File: src/rtl/core/sfr_pkg.sv
// ----------------------------------------------------------------------------
// sfr_pkg
// Shared constants, codes, types and the NVM contents for the serial frame
// responder.
// ----------------------------------------------------------------------------
package sfr_pkg;

    // NVM image and payload limits.
    localparam int NVM_DEPTH   = 128;
    localparam int NVM_AW      = $clog2(NVM_DEPTH);
    localparam int MAX_PAYLOAD = 15;

    // Frame framing.
    localparam logic [7:0] START_BYTE = 8'h02;

    // Message ids.
    localparam logic [3:0] ID_VERSION = 4'h0;
    localparam logic [3:0] ID_TOUCH   = 4'h3;
    localparam logic [3:0] ID_EEPROM  = 4'h4;
    localparam logic [3:0] ID_BATTERY = 4'h9;
    localparam logic [3:0] ID_NVM     = 4'hB;

    // Input item kinds.
    localparam logic [1:0] MODE_HOST    = 2'd0;
    localparam logic [1:0] MODE_PRESS   = 2'd1;
    localparam logic [1:0] MODE_RELEASE = 2'd2;

    // Configuration register indexes.
    localparam logic REG_VERSION = 1'b0;
    localparam logic REG_BATTERY = 1'b1;

    // Reset values and fixed payloads.
    localparam logic [31:0] VERSION_RESET = 32'h312E_3737;
    localparam logic [31:0] BATTERY_RESET = 32'h0100_0F01;
    localparam logic [31:0] EEPROM_WORD   = 32'hFFFF_0000;

    // One response frame to be sent by the emitter.
    typedef struct packed {
        logic        valid;
        logic [3:0]  id;
        logic [3:0]  len;
        logic        is_nvm;
        logic [31:0] word;
        logic [15:0] offset;
    } launch_t;

    // Fixed NVM image; entries past the listed ones are zero.
    function automatic logic [7:0] nvm_rom_byte(input logic [NVM_AW-1:0] addr);
        logic [7:0] b;
        b = 8'h00;
        case (int'(addr))
            0:                  b = 8'hAA;
            5:                  b = 8'h01;
            10:                 b = 8'h43;
            11:                 b = 8'h45;
            12:                 b = 8'h52;
            13:                 b = 8'h46;
            32:                 b = 8'hBB;
            28, 29, 30, 31:     b = 8'h0F;
            49, 50, 51, 52:     b = 8'h0F;
            53, 54, 55, 56:     b = 8'hFF;
            57, 58, 59, 60:     b = 8'h0F;
            65, 66, 67, 68:     b = 8'h0F;
            73, 74, 75, 76:     b = 8'h0F;
            81, 82, 83, 84:     b = 8'h0F;
            default:            b = 8'h00;
        endcase
        return b;
    endfunction

endpackage

File: src/rtl/core/sfr_if.sv
// ----------------------------------------------------------------------------
// sfr_if
// Channel interfaces of the serial frame responder: input items, output
// bytes and configuration writes.
// ----------------------------------------------------------------------------
interface sfr_item_if;
    logic       valid;
    logic       ready;
    logic [1:0] mode;
    logic [7:0] rx_byte;
    logic [9:0] touch_x;
    logic [9:0] touch_y;

    modport source (output valid, mode, rx_byte, touch_x, touch_y, input ready);
    modport sink (input valid, mode, rx_byte, touch_x, touch_y, output ready);
endinterface

interface sfr_result_if;
    logic       valid;
    logic       ready;
    logic [7:0] tx_byte;
    logic       last_byte;

    modport source (output valid, tx_byte, last_byte, input ready);
    modport sink (input valid, tx_byte, last_byte, output ready);
endinterface

interface sfr_cfg_if;
    logic        valid;
    logic        ready;
    logic        index;
    logic [31:0] data;

    modport source (output valid, index, data, input ready);
    modport sink (input valid, index, data, output ready);
endinterface

File: src/rtl/core/serial_frame_responder_top.sv
// ----------------------------------------------------------------------------
// serial_frame_responder_top
// A request is registered as a frame descriptor; the emitter passes its fetch
// and push states before the first response beat. Throughput: 1 input beat
// per cycle while idle; a frame of N bytes (3 to 18) blocks input until sent,
// via a fetch and a push state per byte. Reset: control state clears at once;
// then the NVM image fills the RAM (NVM_DEPTH bytes); no input beat is taken.
// ----------------------------------------------------------------------------
module serial_frame_responder_top (
    input  logic         clk,
    input  logic         rst_n,
    sfr_item_if.sink     item,
    sfr_result_if.source result,
    sfr_cfg_if.sink      cfg
);

    logic [sfr_pkg::NVM_AW:0]   fill_cnt_reg, fill_cnt_next;
    logic                       fill_done;
    logic [sfr_pkg::NVM_AW-1:0] fill_addr;
    logic [sfr_pkg::NVM_AW-1:0] raddr;
    logic [7:0]                 rdata;
    logic                       emit_idle;
    sfr_pkg::launch_t           launch;

    // Image load sweep after reset.
    assign fill_done     = (fill_cnt_reg == (sfr_pkg::NVM_AW + 1)'(sfr_pkg::NVM_DEPTH));
    assign fill_addr     = fill_cnt_reg[sfr_pkg::NVM_AW-1:0];
    assign fill_cnt_next = fill_done ? fill_cnt_reg
                                     : (fill_cnt_reg + (sfr_pkg::NVM_AW + 1)'(1));

    always_ff @(posedge clk or negedge rst_n)
    begin
        if (!rst_n)
        begin
            fill_cnt_reg <= '0;
        end
        else
        begin
            fill_cnt_reg <= fill_cnt_next;
        end
    end

    // Input beats are taken only when no frame is pending or being sent.
    assign item.ready = fill_done && emit_idle && !launch.valid;

    sfr_ram #(
        .WIDTH (8),
        .DEPTH (sfr_pkg::NVM_DEPTH)
    ) u_nvm_ram (
        .clk   (clk),
        .we    (!fill_done),
        .waddr (fill_addr),
        .wdata (sfr_pkg::nvm_rom_byte(fill_addr)),
        .raddr (raddr),
        .rdata (rdata)
    );

    sfr_parser u_parser (
        .clk    (clk),
        .rst_n  (rst_n),
        .item   (item),
        .cfg    (cfg),
        .launch (launch)
    );

    sfr_emitter u_emitter (
        .clk    (clk),
        .rst_n  (rst_n),
        .launch (launch),
        .idle   (emit_idle),
        .raddr  (raddr),
        .rdata  (rdata),
        .result (result)
    );

endmodule

File: src/rtl/core/sfr_ram.sv
// ----------------------------------------------------------------------------
// sfr_ram
// Generic single-write, single-read RAM with a registered read port.
// ----------------------------------------------------------------------------
module sfr_ram #(
    parameter int WIDTH = 8,
    parameter int DEPTH = 128
) (
    input  logic                     clk,
    input  logic                     we,
    input  logic [$clog2(DEPTH)-1:0] waddr,
    input  logic [WIDTH-1:0]         wdata,
    input  logic [$clog2(DEPTH)-1:0] raddr,
    output logic [WIDTH-1:0]         rdata
);

    logic [WIDTH-1:0] mem [DEPTH];

    // Write port and registered read port.
    always_ff @(posedge clk)
    begin
        if (we)
        begin
            mem[waddr] <= wdata;
        end
        rdata <= mem[raddr];
    end

endmodule

File: src/rtl/core/sfr_parser.sv
// ----------------------------------------------------------------------------
// sfr_parser
// Host frame parser and configuration registers; turns completed requests
// and touch events into response frame descriptors.
// ----------------------------------------------------------------------------
module sfr_parser (
    input  logic               clk,
    input  logic               rst_n,
    sfr_item_if.sink           item,
    sfr_cfg_if.sink            cfg,
    output sfr_pkg::launch_t   launch
);

    typedef enum logic [3:0] {
        PH_WAIT  = 4'b0001,
        PH_HEAD  = 4'b0010,
        PH_DATA  = 4'b0100,
        PH_CKSUM = 4'b1000
    } phase_t;

    phase_t           phase_reg, phase_next;
    logic [3:0]       id_reg, id_next;
    logic [3:0]       len_reg, len_next;
    logic [4:0]       rcvd_reg, rcvd_next;
    logic [7:0]       rq_reg [3];
    logic [7:0]       rq_next [3];
    logic [31:0]      version_reg, version_next;
    logic [31:0]      battery_reg, battery_next;
    sfr_pkg::launch_t launch_reg, launch_next;

    logic             accept;
    logic [4:0]       rcvd_inc;
    logic [3:0]       nvm_cnt;
    logic [15:0]      nvm_off;

    assign accept    = item.valid && item.ready;
    assign cfg.ready = 1'b1;
    assign launch    = launch_reg;

    // Counted bytes saturate at 31.
    assign rcvd_inc = (rcvd_reg < 5'd31) ? (rcvd_reg + 5'd1) : rcvd_reg;

    // NVM request fields; bytes not received in this frame read as zero.
    assign nvm_off = {(rcvd_reg > 5'd1) ? rq_reg[1] : 8'h00,
                      (rcvd_reg > 5'd0) ? rq_reg[0] : 8'h00};
    always_comb
    begin
        if (rcvd_reg <= 5'd2)
        begin
            nvm_cnt = 4'd0;
        end
        else if (rq_reg[2] > 8'(sfr_pkg::MAX_PAYLOAD))
        begin
            nvm_cnt = 4'(sfr_pkg::MAX_PAYLOAD);
        end
        else
        begin
            nvm_cnt = rq_reg[2][3:0];
        end
    end

    // Configuration writes.
    always_comb
    begin
        version_next = version_reg;
        battery_next = battery_reg;
        if (cfg.valid)
        begin
            unique case (cfg.index)
                sfr_pkg::REG_VERSION: version_next = cfg.data;
                sfr_pkg::REG_BATTERY: battery_next = cfg.data;
            endcase
        end
    end

    // Parse state and frame launch.
    always_comb
    begin
        phase_next  = phase_reg;
        id_next     = id_reg;
        len_next    = len_reg;
        rcvd_next   = rcvd_reg;
        rq_next     = rq_reg;
        launch_next = '0;
        if (accept)
        begin
            unique case (item.mode)
                sfr_pkg::MODE_PRESS:
                begin
                    launch_next.valid = 1'b1;
                    launch_next.id    = sfr_pkg::ID_TOUCH;
                    launch_next.len   = 4'd4;
                    launch_next.word  = {6'd0, item.touch_y, 6'd0, item.touch_x};
                end
                sfr_pkg::MODE_RELEASE:
                begin
                    launch_next.valid = 1'b1;
                    launch_next.id    = sfr_pkg::ID_TOUCH;
                end
                sfr_pkg::MODE_HOST:
                begin
                    unique case (phase_reg)
                        PH_WAIT:
                        begin
                            if (item.rx_byte == sfr_pkg::START_BYTE)
                            begin
                                phase_next = PH_HEAD;
                            end
                        end
                        PH_HEAD:
                        begin
                            id_next    = item.rx_byte[7:4];
                            len_next   = item.rx_byte[3:0];
                            rcvd_next  = 5'd0;
                            phase_next = (item.rx_byte[3:0] == 4'd0) ? PH_CKSUM : PH_DATA;
                        end
                        PH_DATA:
                        begin
                            if (rcvd_reg < 5'd3)
                            begin
                                rq_next[rcvd_reg[1:0]] = item.rx_byte;
                            end
                            rcvd_next = rcvd_inc;
                            if (rcvd_inc >= {1'b0, len_reg})
                            begin
                                phase_next = PH_CKSUM;
                            end
                        end
                        PH_CKSUM:
                        begin
                            phase_next        = PH_WAIT;
                            launch_next.valid = 1'b1;
                            launch_next.id    = id_reg;
                            unique case (id_reg)
                                sfr_pkg::ID_VERSION:
                                begin
                                    launch_next.len  = 4'd4;
                                    launch_next.word = version_reg;
                                end
                                sfr_pkg::ID_EEPROM:
                                begin
                                    launch_next.len  = 4'd2;
                                    launch_next.word = sfr_pkg::EEPROM_WORD;
                                end
                                sfr_pkg::ID_BATTERY:
                                begin
                                    launch_next.len  = 4'd4;
                                    launch_next.word = battery_reg;
                                end
                                sfr_pkg::ID_NVM:
                                begin
                                    launch_next.len    = nvm_cnt;
                                    launch_next.is_nvm = 1'b1;
                                    launch_next.offset = nvm_off;
                                end
                                default:
                                begin
                                    launch_next.len = 4'd0;
                                end
                            endcase
                        end
                        default:
                        begin
                            phase_next = PH_WAIT;
                        end
                    endcase
                end
                default:
                begin
                    // The unused mode is dropped.
                    phase_next = phase_reg;
                end
            endcase
        end
    end

    // State registers.
    always_ff @(posedge clk or negedge rst_n)
    begin
        if (!rst_n)
        begin
            phase_reg   <= PH_WAIT;
            id_reg      <= 4'd0;
            len_reg     <= 4'd0;
            rcvd_reg    <= 5'd0;
            rq_reg      <= '{default: 8'h00};
            version_reg <= sfr_pkg::VERSION_RESET;
            battery_reg <= sfr_pkg::BATTERY_RESET;
            launch_reg  <= '0;
        end
        else
        begin
            phase_reg   <= phase_next;
            id_reg      <= id_next;
            len_reg     <= len_next;
            rcvd_reg    <= rcvd_next;
            rq_reg      <= rq_next;
            version_reg <= version_next;
            battery_reg <= battery_next;
            launch_reg  <= launch_next;
        end
    end

endmodule

File: src/rtl/core/sfr_emitter.sv
// ----------------------------------------------------------------------------
// sfr_emitter
// Response frame sequencer: sends start, header, payload and checksum beats,
// reading NVM payload bytes from the image RAM.
// ----------------------------------------------------------------------------
module sfr_emitter (
    input  logic                        clk,
    input  logic                        rst_n,
    input  sfr_pkg::launch_t            launch,
    output logic                        idle,
    output logic [sfr_pkg::NVM_AW-1:0]  raddr,
    input  logic [7:0]                  rdata,
    sfr_result_if.source                result
);

    typedef enum logic [2:0] {
        ST_IDLE  = 3'b001,
        ST_FETCH = 3'b010,
        ST_PUSH  = 3'b100
    } emit_state_t;

    emit_state_t state_reg, state_next;
    logic [3:0]  id_reg, id_next;
    logic [3:0]  len_reg, len_next;
    logic        nvm_reg, nvm_next;
    logic [31:0] word_reg, word_next;
    logic [16:0] addr_reg, addr_next;
    logic        inrange_reg, inrange_next;
    logic [4:0]  pos_reg, pos_next;
    logic [7:0]  cks_reg, cks_next;
    logic        out_valid_reg, out_valid_next;
    logic [7:0]  out_byte_reg, out_byte_next;
    logic        out_last_reg, out_last_next;

    logic        slot_free;
    logic [4:0]  last_pos;
    logic [7:0]  data_byte;

    assign slot_free = !out_valid_reg || result.ready;
    assign last_pos  = {1'b0, len_reg} + 5'd2;
    assign idle      = (state_reg == ST_IDLE);
    assign raddr     = addr_reg[sfr_pkg::NVM_AW-1:0];

    assign result.valid     = out_valid_reg;
    assign result.tx_byte   = out_byte_reg;
    assign result.last_byte = out_last_reg;

    // Payload byte: for NVM frames the image byte within range, else zero; otherwise the next word byte.
    assign data_byte = nvm_reg ? (inrange_reg ? rdata : 8'h00) : word_reg[31:24];

    // Sequencer: a fetch state then a push state per beat; the push waits for a free output slot.
    always_comb
    begin
        state_next     = state_reg;
        id_next        = id_reg;
        len_next       = len_reg;
        nvm_next       = nvm_reg;
        word_next      = word_reg;
        addr_next      = addr_reg;
        inrange_next   = inrange_reg;
        pos_next       = pos_reg;
        cks_next       = cks_reg;
        out_valid_next = out_valid_reg && !result.ready;
        out_byte_next  = out_byte_reg;
        out_last_next  = out_last_reg;
        unique case (state_reg)
            ST_IDLE:
            begin
                if (launch.valid)
                begin
                    id_next    = launch.id;
                    len_next   = launch.len;
                    nvm_next   = launch.is_nvm;
                    word_next  = launch.word;
                    addr_next  = {1'b0, launch.offset};
                    pos_next   = 5'd0;
                    cks_next   = {launch.id, launch.len};
                    state_next = ST_FETCH;
                end
            end
            ST_FETCH:
            begin
                inrange_next = (addr_reg < 17'(sfr_pkg::NVM_DEPTH));
                state_next   = ST_PUSH;
            end
            ST_PUSH:
            begin
                if (slot_free)
                begin
                    out_valid_next = 1'b1;
                    out_last_next  = 1'b0;
                    pos_next       = pos_reg + 5'd1;
                    state_next     = ST_FETCH;
                    if (pos_reg == 5'd0)
                    begin
                        out_byte_next = sfr_pkg::START_BYTE;
                    end
                    else if (pos_reg == 5'd1)
                    begin
                        out_byte_next = {id_reg, len_reg};
                    end
                    else if (pos_reg == last_pos)
                    begin
                        out_byte_next = cks_reg;
                        out_last_next = 1'b1;
                        state_next    = ST_IDLE;
                    end
                    else
                    begin
                        out_byte_next = data_byte;
                        cks_next      = cks_reg + data_byte;
                        word_next     = {word_reg[23:0], 8'h00};
                        addr_next     = addr_reg + 17'd1;
                    end
                end
            end
            default:
            begin
                state_next = ST_IDLE;
            end
        endcase
    end

    // State and output registers.
    always_ff @(posedge clk or negedge rst_n)
    begin
        if (!rst_n)
        begin
            state_reg     <= ST_IDLE;
            id_reg        <= 4'd0;
            len_reg       <= 4'd0;
            nvm_reg       <= 1'b0;
            word_reg      <= 32'd0;
            addr_reg      <= 17'd0;
            inrange_reg   <= 1'b0;
            pos_reg       <= 5'd0;
            cks_reg       <= 8'd0;
            out_valid_reg <= 1'b0;
            out_byte_reg  <= 8'd0;
            out_last_reg  <= 1'b0;
        end
        else
        begin
            state_reg     <= state_next;
            id_reg        <= id_next;
            len_reg       <= len_next;
            nvm_reg       <= nvm_next;
            word_reg      <= word_next;
            addr_reg      <= addr_next;
            inrange_reg   <= inrange_next;
            pos_reg       <= pos_next;
            cks_reg       <= cks_next;
            out_valid_reg <= out_valid_next;
            out_byte_reg  <= out_byte_next;
            out_last_reg  <= out_last_next;
        end
    end

`ifndef NO_ASSERTIONS
    // A new frame is only handed over while no frame is in flight.
    a_launch_when_idle: assert property (@(posedge clk) disable iff (!rst_n)
        launch.valid |-> state_reg == ST_IDLE)
        else $error("frame launched while emitter busy");

    // The beat position never runs past the checksum beat.
    a_pos_bound: assert property (@(posedge clk) disable iff (!rst_n)
        state_reg != ST_IDLE |-> pos_reg <= last_pos)
        else $error("beat position past end of frame");

    // Pushing the checksum beat ends the frame and marks it last.
    a_frame_end: assert property (@(posedge clk) disable iff (!rst_n)
        (state_reg == ST_PUSH && slot_free && pos_reg == last_pos)
        |=> (state_reg == ST_IDLE && result.valid && result.last_byte))
        else $error("checksum beat did not close the frame");
`endif

endmodule

File: src/flat_wrapper.sv
// flat-port wrapper written by rule: the top's interface ports become plain ports
module serial_frame_responder_top_flat 
  (clk, rst_n, item_valid, item_mode, item_rx_byte, item_touch_x, item_touch_y, item_ready, result_valid, result_tx_byte, result_last_byte, result_ready, cfg_valid, cfg_index, cfg_data, cfg_ready);
  sfr_item_if item_i ();
  sfr_result_if result_i ();
  sfr_cfg_if cfg_i ();
  input  logic clk;
  input  logic rst_n;
  input wire logic [$bits(item_i.valid)-1:0] item_valid;
  input wire logic [$bits(item_i.mode)-1:0] item_mode;
  input wire logic [$bits(item_i.rx_byte)-1:0] item_rx_byte;
  input wire logic [$bits(item_i.touch_x)-1:0] item_touch_x;
  input wire logic [$bits(item_i.touch_y)-1:0] item_touch_y;
  output wire logic [$bits(item_i.ready)-1:0] item_ready;
  output wire logic [$bits(result_i.valid)-1:0] result_valid;
  output wire logic [$bits(result_i.tx_byte)-1:0] result_tx_byte;
  output wire logic [$bits(result_i.last_byte)-1:0] result_last_byte;
  input wire logic [$bits(result_i.ready)-1:0] result_ready;
  input wire logic [$bits(cfg_i.valid)-1:0] cfg_valid;
  input wire logic [$bits(cfg_i.index)-1:0] cfg_index;
  input wire logic [$bits(cfg_i.data)-1:0] cfg_data;
  output wire logic [$bits(cfg_i.ready)-1:0] cfg_ready;
  assign item_i.valid = item_valid;
  assign item_i.mode = item_mode;
  assign item_i.rx_byte = item_rx_byte;
  assign item_i.touch_x = item_touch_x;
  assign item_i.touch_y = item_touch_y;
  assign item_ready = item_i.ready;
  assign result_valid = result_i.valid;
  assign result_tx_byte = result_i.tx_byte;
  assign result_last_byte = result_i.last_byte;
  assign result_i.ready = result_ready;
  assign cfg_i.valid = cfg_valid;
  assign cfg_i.index = cfg_index;
  assign cfg_i.data = cfg_data;
  assign cfg_ready = cfg_i.ready;
  serial_frame_responder_top u_core (.clk(clk), .rst_n(rst_n), .item(item_i), .result(result_i), .cfg(cfg_i));
endmodule
File: config.mk
export PLATFORM = sky130hd
export DESIGN_NAME = serial_frame_responder_top_flat
export DESIGN_NICKNAME = d
export VERILOG_FILES = /design/src/rtl/core/sfr_pkg.sv /design/src/rtl/core/sfr_if.sv /design/src/rtl/core/serial_frame_responder_top.sv /design/src/rtl/core/sfr_ram.sv /design/src/rtl/core/sfr_parser.sv /design/src/rtl/core/sfr_emitter.sv /design/src/flat_wrapper.sv
export SDC_FILE = /design/constraint.sdc
export NUM_CORES = 1
export LEC_CHECK = 0
export BUFFER_PORTS_ARGS = -buffer_cell sky130_fd_sc_hd__buf_2
export CAP_MARGIN = 20
export CORE_MARGIN = 3
export CORE_UTILIZATION = 45
export CTS_CLUSTER_DIAMETER = 50
export DETAILED_ROUTE_END_ITERATION = 8
export PLACE_DENSITY = 0.62
export SLEW_MARGIN = 0
export SYNTH_ARGS = -nofsm -noshare
export SYNTH_HDL_FRONTEND = slang
export SYNTH_SLANG_ARGS = --single-unit
File: constraint.sdc
create_clock -name clk -period 10.82 [get_ports clk]
set_input_delay 1.082 -clock clk [delete_from_list [all_inputs] [get_ports clk]]
set_output_delay 1.082 -clock clk [all_outputs]
set_load 0.05 [all_outputs]
==> flow_summary.json <==
{
  "final_max_slew_viol_count": 0,
  "seq_area_frac_synth_pct": 71.4,
  "place_congestion": 0.832,
  "cts_buffers": 121,
  "setup_ws_ns": 6.12,
  "antenna_found_initial": 2,
  "path_common_cell": "buf_4",
  "power.share.switching_pct": 19.9,
  "syn_inst": 2838,
  "post-place-ws_ns": 6.18,
  "vias_per_cell": 5.88,
  "grt_pass1_vias": 26100,
  "largest_reg_flops": 896,
  "critPathLaunchType": "register",
  "synth.area.top_cells": "edfxtp_1, dfrtp_1, mux4_2",
  "p_int_mw": 7.30,
  "clock-root-buffer": "clkbuf_16",
  "hold_buffers": 0,
  "synth_warnings": 0,
  "power_frac_comb_pct": 1.1,
  "num_rows": 117,
  "worstPathMaxFanout": 76,
  "rsz0062_at_grt": "false",
  "synth_cell_types": 72,
  "cp.required_ns": 11.21,
  "finClkSkew_ns": 0.0318,
  "ios": 80,
  "status": "complete, no violations",
  "setup_violations": 0,
  "synth_fp_nets": 2942,
  "tritoncts": "done",
  "power_frac_clock_pct": 46.2,
  "avgSynthCellArea_sq_um": 16.5,
  "yosysTopAreaCell": "edfxtp_1",
  "worst_pin_slew_ns": 1.13,
  "seqPwrFrac_pct": 52.7,
  "overflow": 0,
  "wirelength_microns": 114000,
  "grt_pass1_wl_microns": 170000,
  "yosysMostFrequentCell": "edfxtp_1",
  "placedInstanceArea_sq_um": 48900,
  "syn2layout_area_growth_pct": 13.1,
  "synthArstFlopShare_pct": 22.1,
  "slowest_stage": "buf_4",
  "cts.reportedPaths.clkPinSlew_ns": 0.06,
  "grt_max_degree": 106,
  "htreeDepth": 3,
  "fp.dieW_microns": 329,
  "postCtsResizedCells": 0,
  "die_h_microns": 329,
  "critPathCaptureType": "register",
  "critPathMaxStageDelay_ns": 0.69,
  "synth_edf_count": 896,
  "tns_ns": 0,
  "powerDensity_nw_per_um2": 172,
  "grtUsageTotal_pct": 21.0,
  "nets": 3033,
  "fmax_mhz": 213,
  "drtPass1Iterations": 6,
  "clock_sinks": 1159,
  "crit_family": "buffers and inverters",
  "peakVddDrop_v": 0.000115,
  "r2r_start": "u_core.fill_cnt_reg[0]",
  "clk_latency_ns": 0.71,
  "relSlewSlack_pct": 24.4,
  "critPathBufInv": 4,
  "cts_max_path_buffers": 3,
  "vias": 25900,
  "dieArea_sq_um": 108000,
  "power_leakage_nw": 19.0,
  "finalCriticalPeriod_ns": 4.70,
  "hpwl_microns": 70500,
  "synth_area_sq_um": 46900,
  "drive_gt1_share_pct": 21.9,
  "switchingPower_mw": 1.81,
  "ys.flop_type": "edfxtp_1",
  "initial_core_util_pct": 45.7,
  "drv_cap": 0,
  "arrival_ns": 5.09,
  "drc": 0,
  "num_antenna_cells": 0,
  "postRouteAntennaNets": 0,
  "fin_crit_sh_pct": 43.4,
  "io_buffer_count": 78,
  "ys_top_cells_by_count": "edfxtp_1, nor2_1, dfrtp_1",
  "synth_seq_cells": 1159,
  "drtIter0Drc": 2873,
  "post_cts_buffers": 0,
  "design_area_sq_um": 53000,
  "ff2ff_path_depth": 10,
  "critPathLaunch": "u_core.fill_cnt_reg[0]",
  "crit_chain": "clkinv_1 -> ha_1 -> ha_1 -> nand4b_1 -> o221a_2 -> o21ai_4 -> buf_4 -> o21bai_4 -> buf_4 -> buf_4",
  "holdCritPathClass": "input pin to asynchronous set/reset pin",
  "rr_endpoint": "u_core.u_nvm_ram.mem[57][1]",
  "fp.coreArea_sq_um": 103000,
  "crit_type": "register to register",
  "netlist.area_leader.share_pct": 57.4,
  "avgRoutedWirePerCell_microns": 25.8,
  "regToRegSetupSlack_ns": 6.12,
  "hold_ws_ns": 0.431,
  "cp.depth": 10,
  "final_hold_viol_count": 0,
  "endpoint": "u_core.u_nvm_ram.mem[57][1]"
}
power groups by stage:
stage	clock, mW	sequential, mW	combinational (mW)
after global placement	0	4.89	0.0947
final	4.21	4.80	0.0965
after detailed placement	0	4.90	0.0984
after CTS	4.28	4.80	0.0987
after floorplan	0	4.89	0.0512
after global routing	4.47	4.81	0.107
routing by layer:
layer | GRT usage, % | up-vias | routed length (microns)
met1 | 30.6 | 13500 | 49500
met4 | 5.90 | 0 | 2490
met5 | 0 | - | 0
li1 | - | 11200 | -
met2 | 32.6 | 949 | 53700
met3 | 4.04 | 158 | 7920
worst min-delay path by stage:
stage	slack, ns	depth (start not counted)	to
after global placement	0.43	2	u_core.u_emitter.nvm_reg
after CTS	0.42	1	u_core.u_parser.rq_reg[2]
after floorplan	0.41	2	u_core.u_emitter.nvm_reg
final	0.43	1	u_core.u_parser.version_reg[25]
after global routing	0.48	1	u_core.u_parser.rq_reg[7]
after detailed placement	0.44	2	u_core.u_emitter.nvm_reg
cells by family after synthesis:
logic type               Yosys count  share of synthesized area, %
AO/OA/AOI/OAI                    389                          5.38
AND/OR/NAND/NOR                  617                          5.87
buffers and inverters            196                          1.66
flip-flops                      1159                          71.4
other                              1                       0.00800
multiplexers                     422                          14.4
adder cells (fa/ha/maj)           36                         0.976
XOR/XNOR                          18                         0.336
placed cells by master (no fill, tap or decap), types with 10 or more instances in the layout:
master	netlist	layout
a221oi_1	27	27
mux2_2	97	97
mux2i_1	132	132
a22o_1	12	12
and2_1	20	20
nand2b_1	10	10
edfxtp_1	896	896
a22oi_1	49	49
mux4_2	191	191
nor2_1	233	230
a21o_1	15	15
clkinv_2	0	17
buf_4	1	50
buf_2	25	77
clkbuf_16	0	122
a31oi_1	50	50
o211ai_1	11	11
dfstp_2	25	25
nand4_1	13	13
inv_1	31	30
a21oi_1	71	71
nor3_1	17	17
bufinv_16	0	15
ha_1	35	35
o21ai_0	101	100
clkbuf_1	109	28
nand2_1	206	204
dfrtp_1	231	228
clkinv_1	1	26
nand3_1	46	42
nor4_1	13	12
per-stage QoR:
step	total power, mW	cells	utilization [%]
2_1_floorplan	4.94	2838	-
3_3_place_gp	4.99	4170	47.6
3_5_place_dp	4.99	4170	47.6
4_1_cts	9.18	4400	51.6
5_1_grt	9.38	4404	51.7
6_report	9.11	4404	51.7
area by class of cell:
| type | instances | area, sq um |
|---|---|---|
| clock inverter | 78 | 897 |
| multi-input combinational | 1483 | 12800 |
| clock buffer | 152 | 3200 |
| timing repair buffer | 132 | 855 |
| inverter | 32 | 120 |
| tap | 1368 | 1710 |
| sequential | 1159 | 33500 |
| fill | 8215 | 49600 |
No activity file was read; power rests on OpenSTA's default activity.
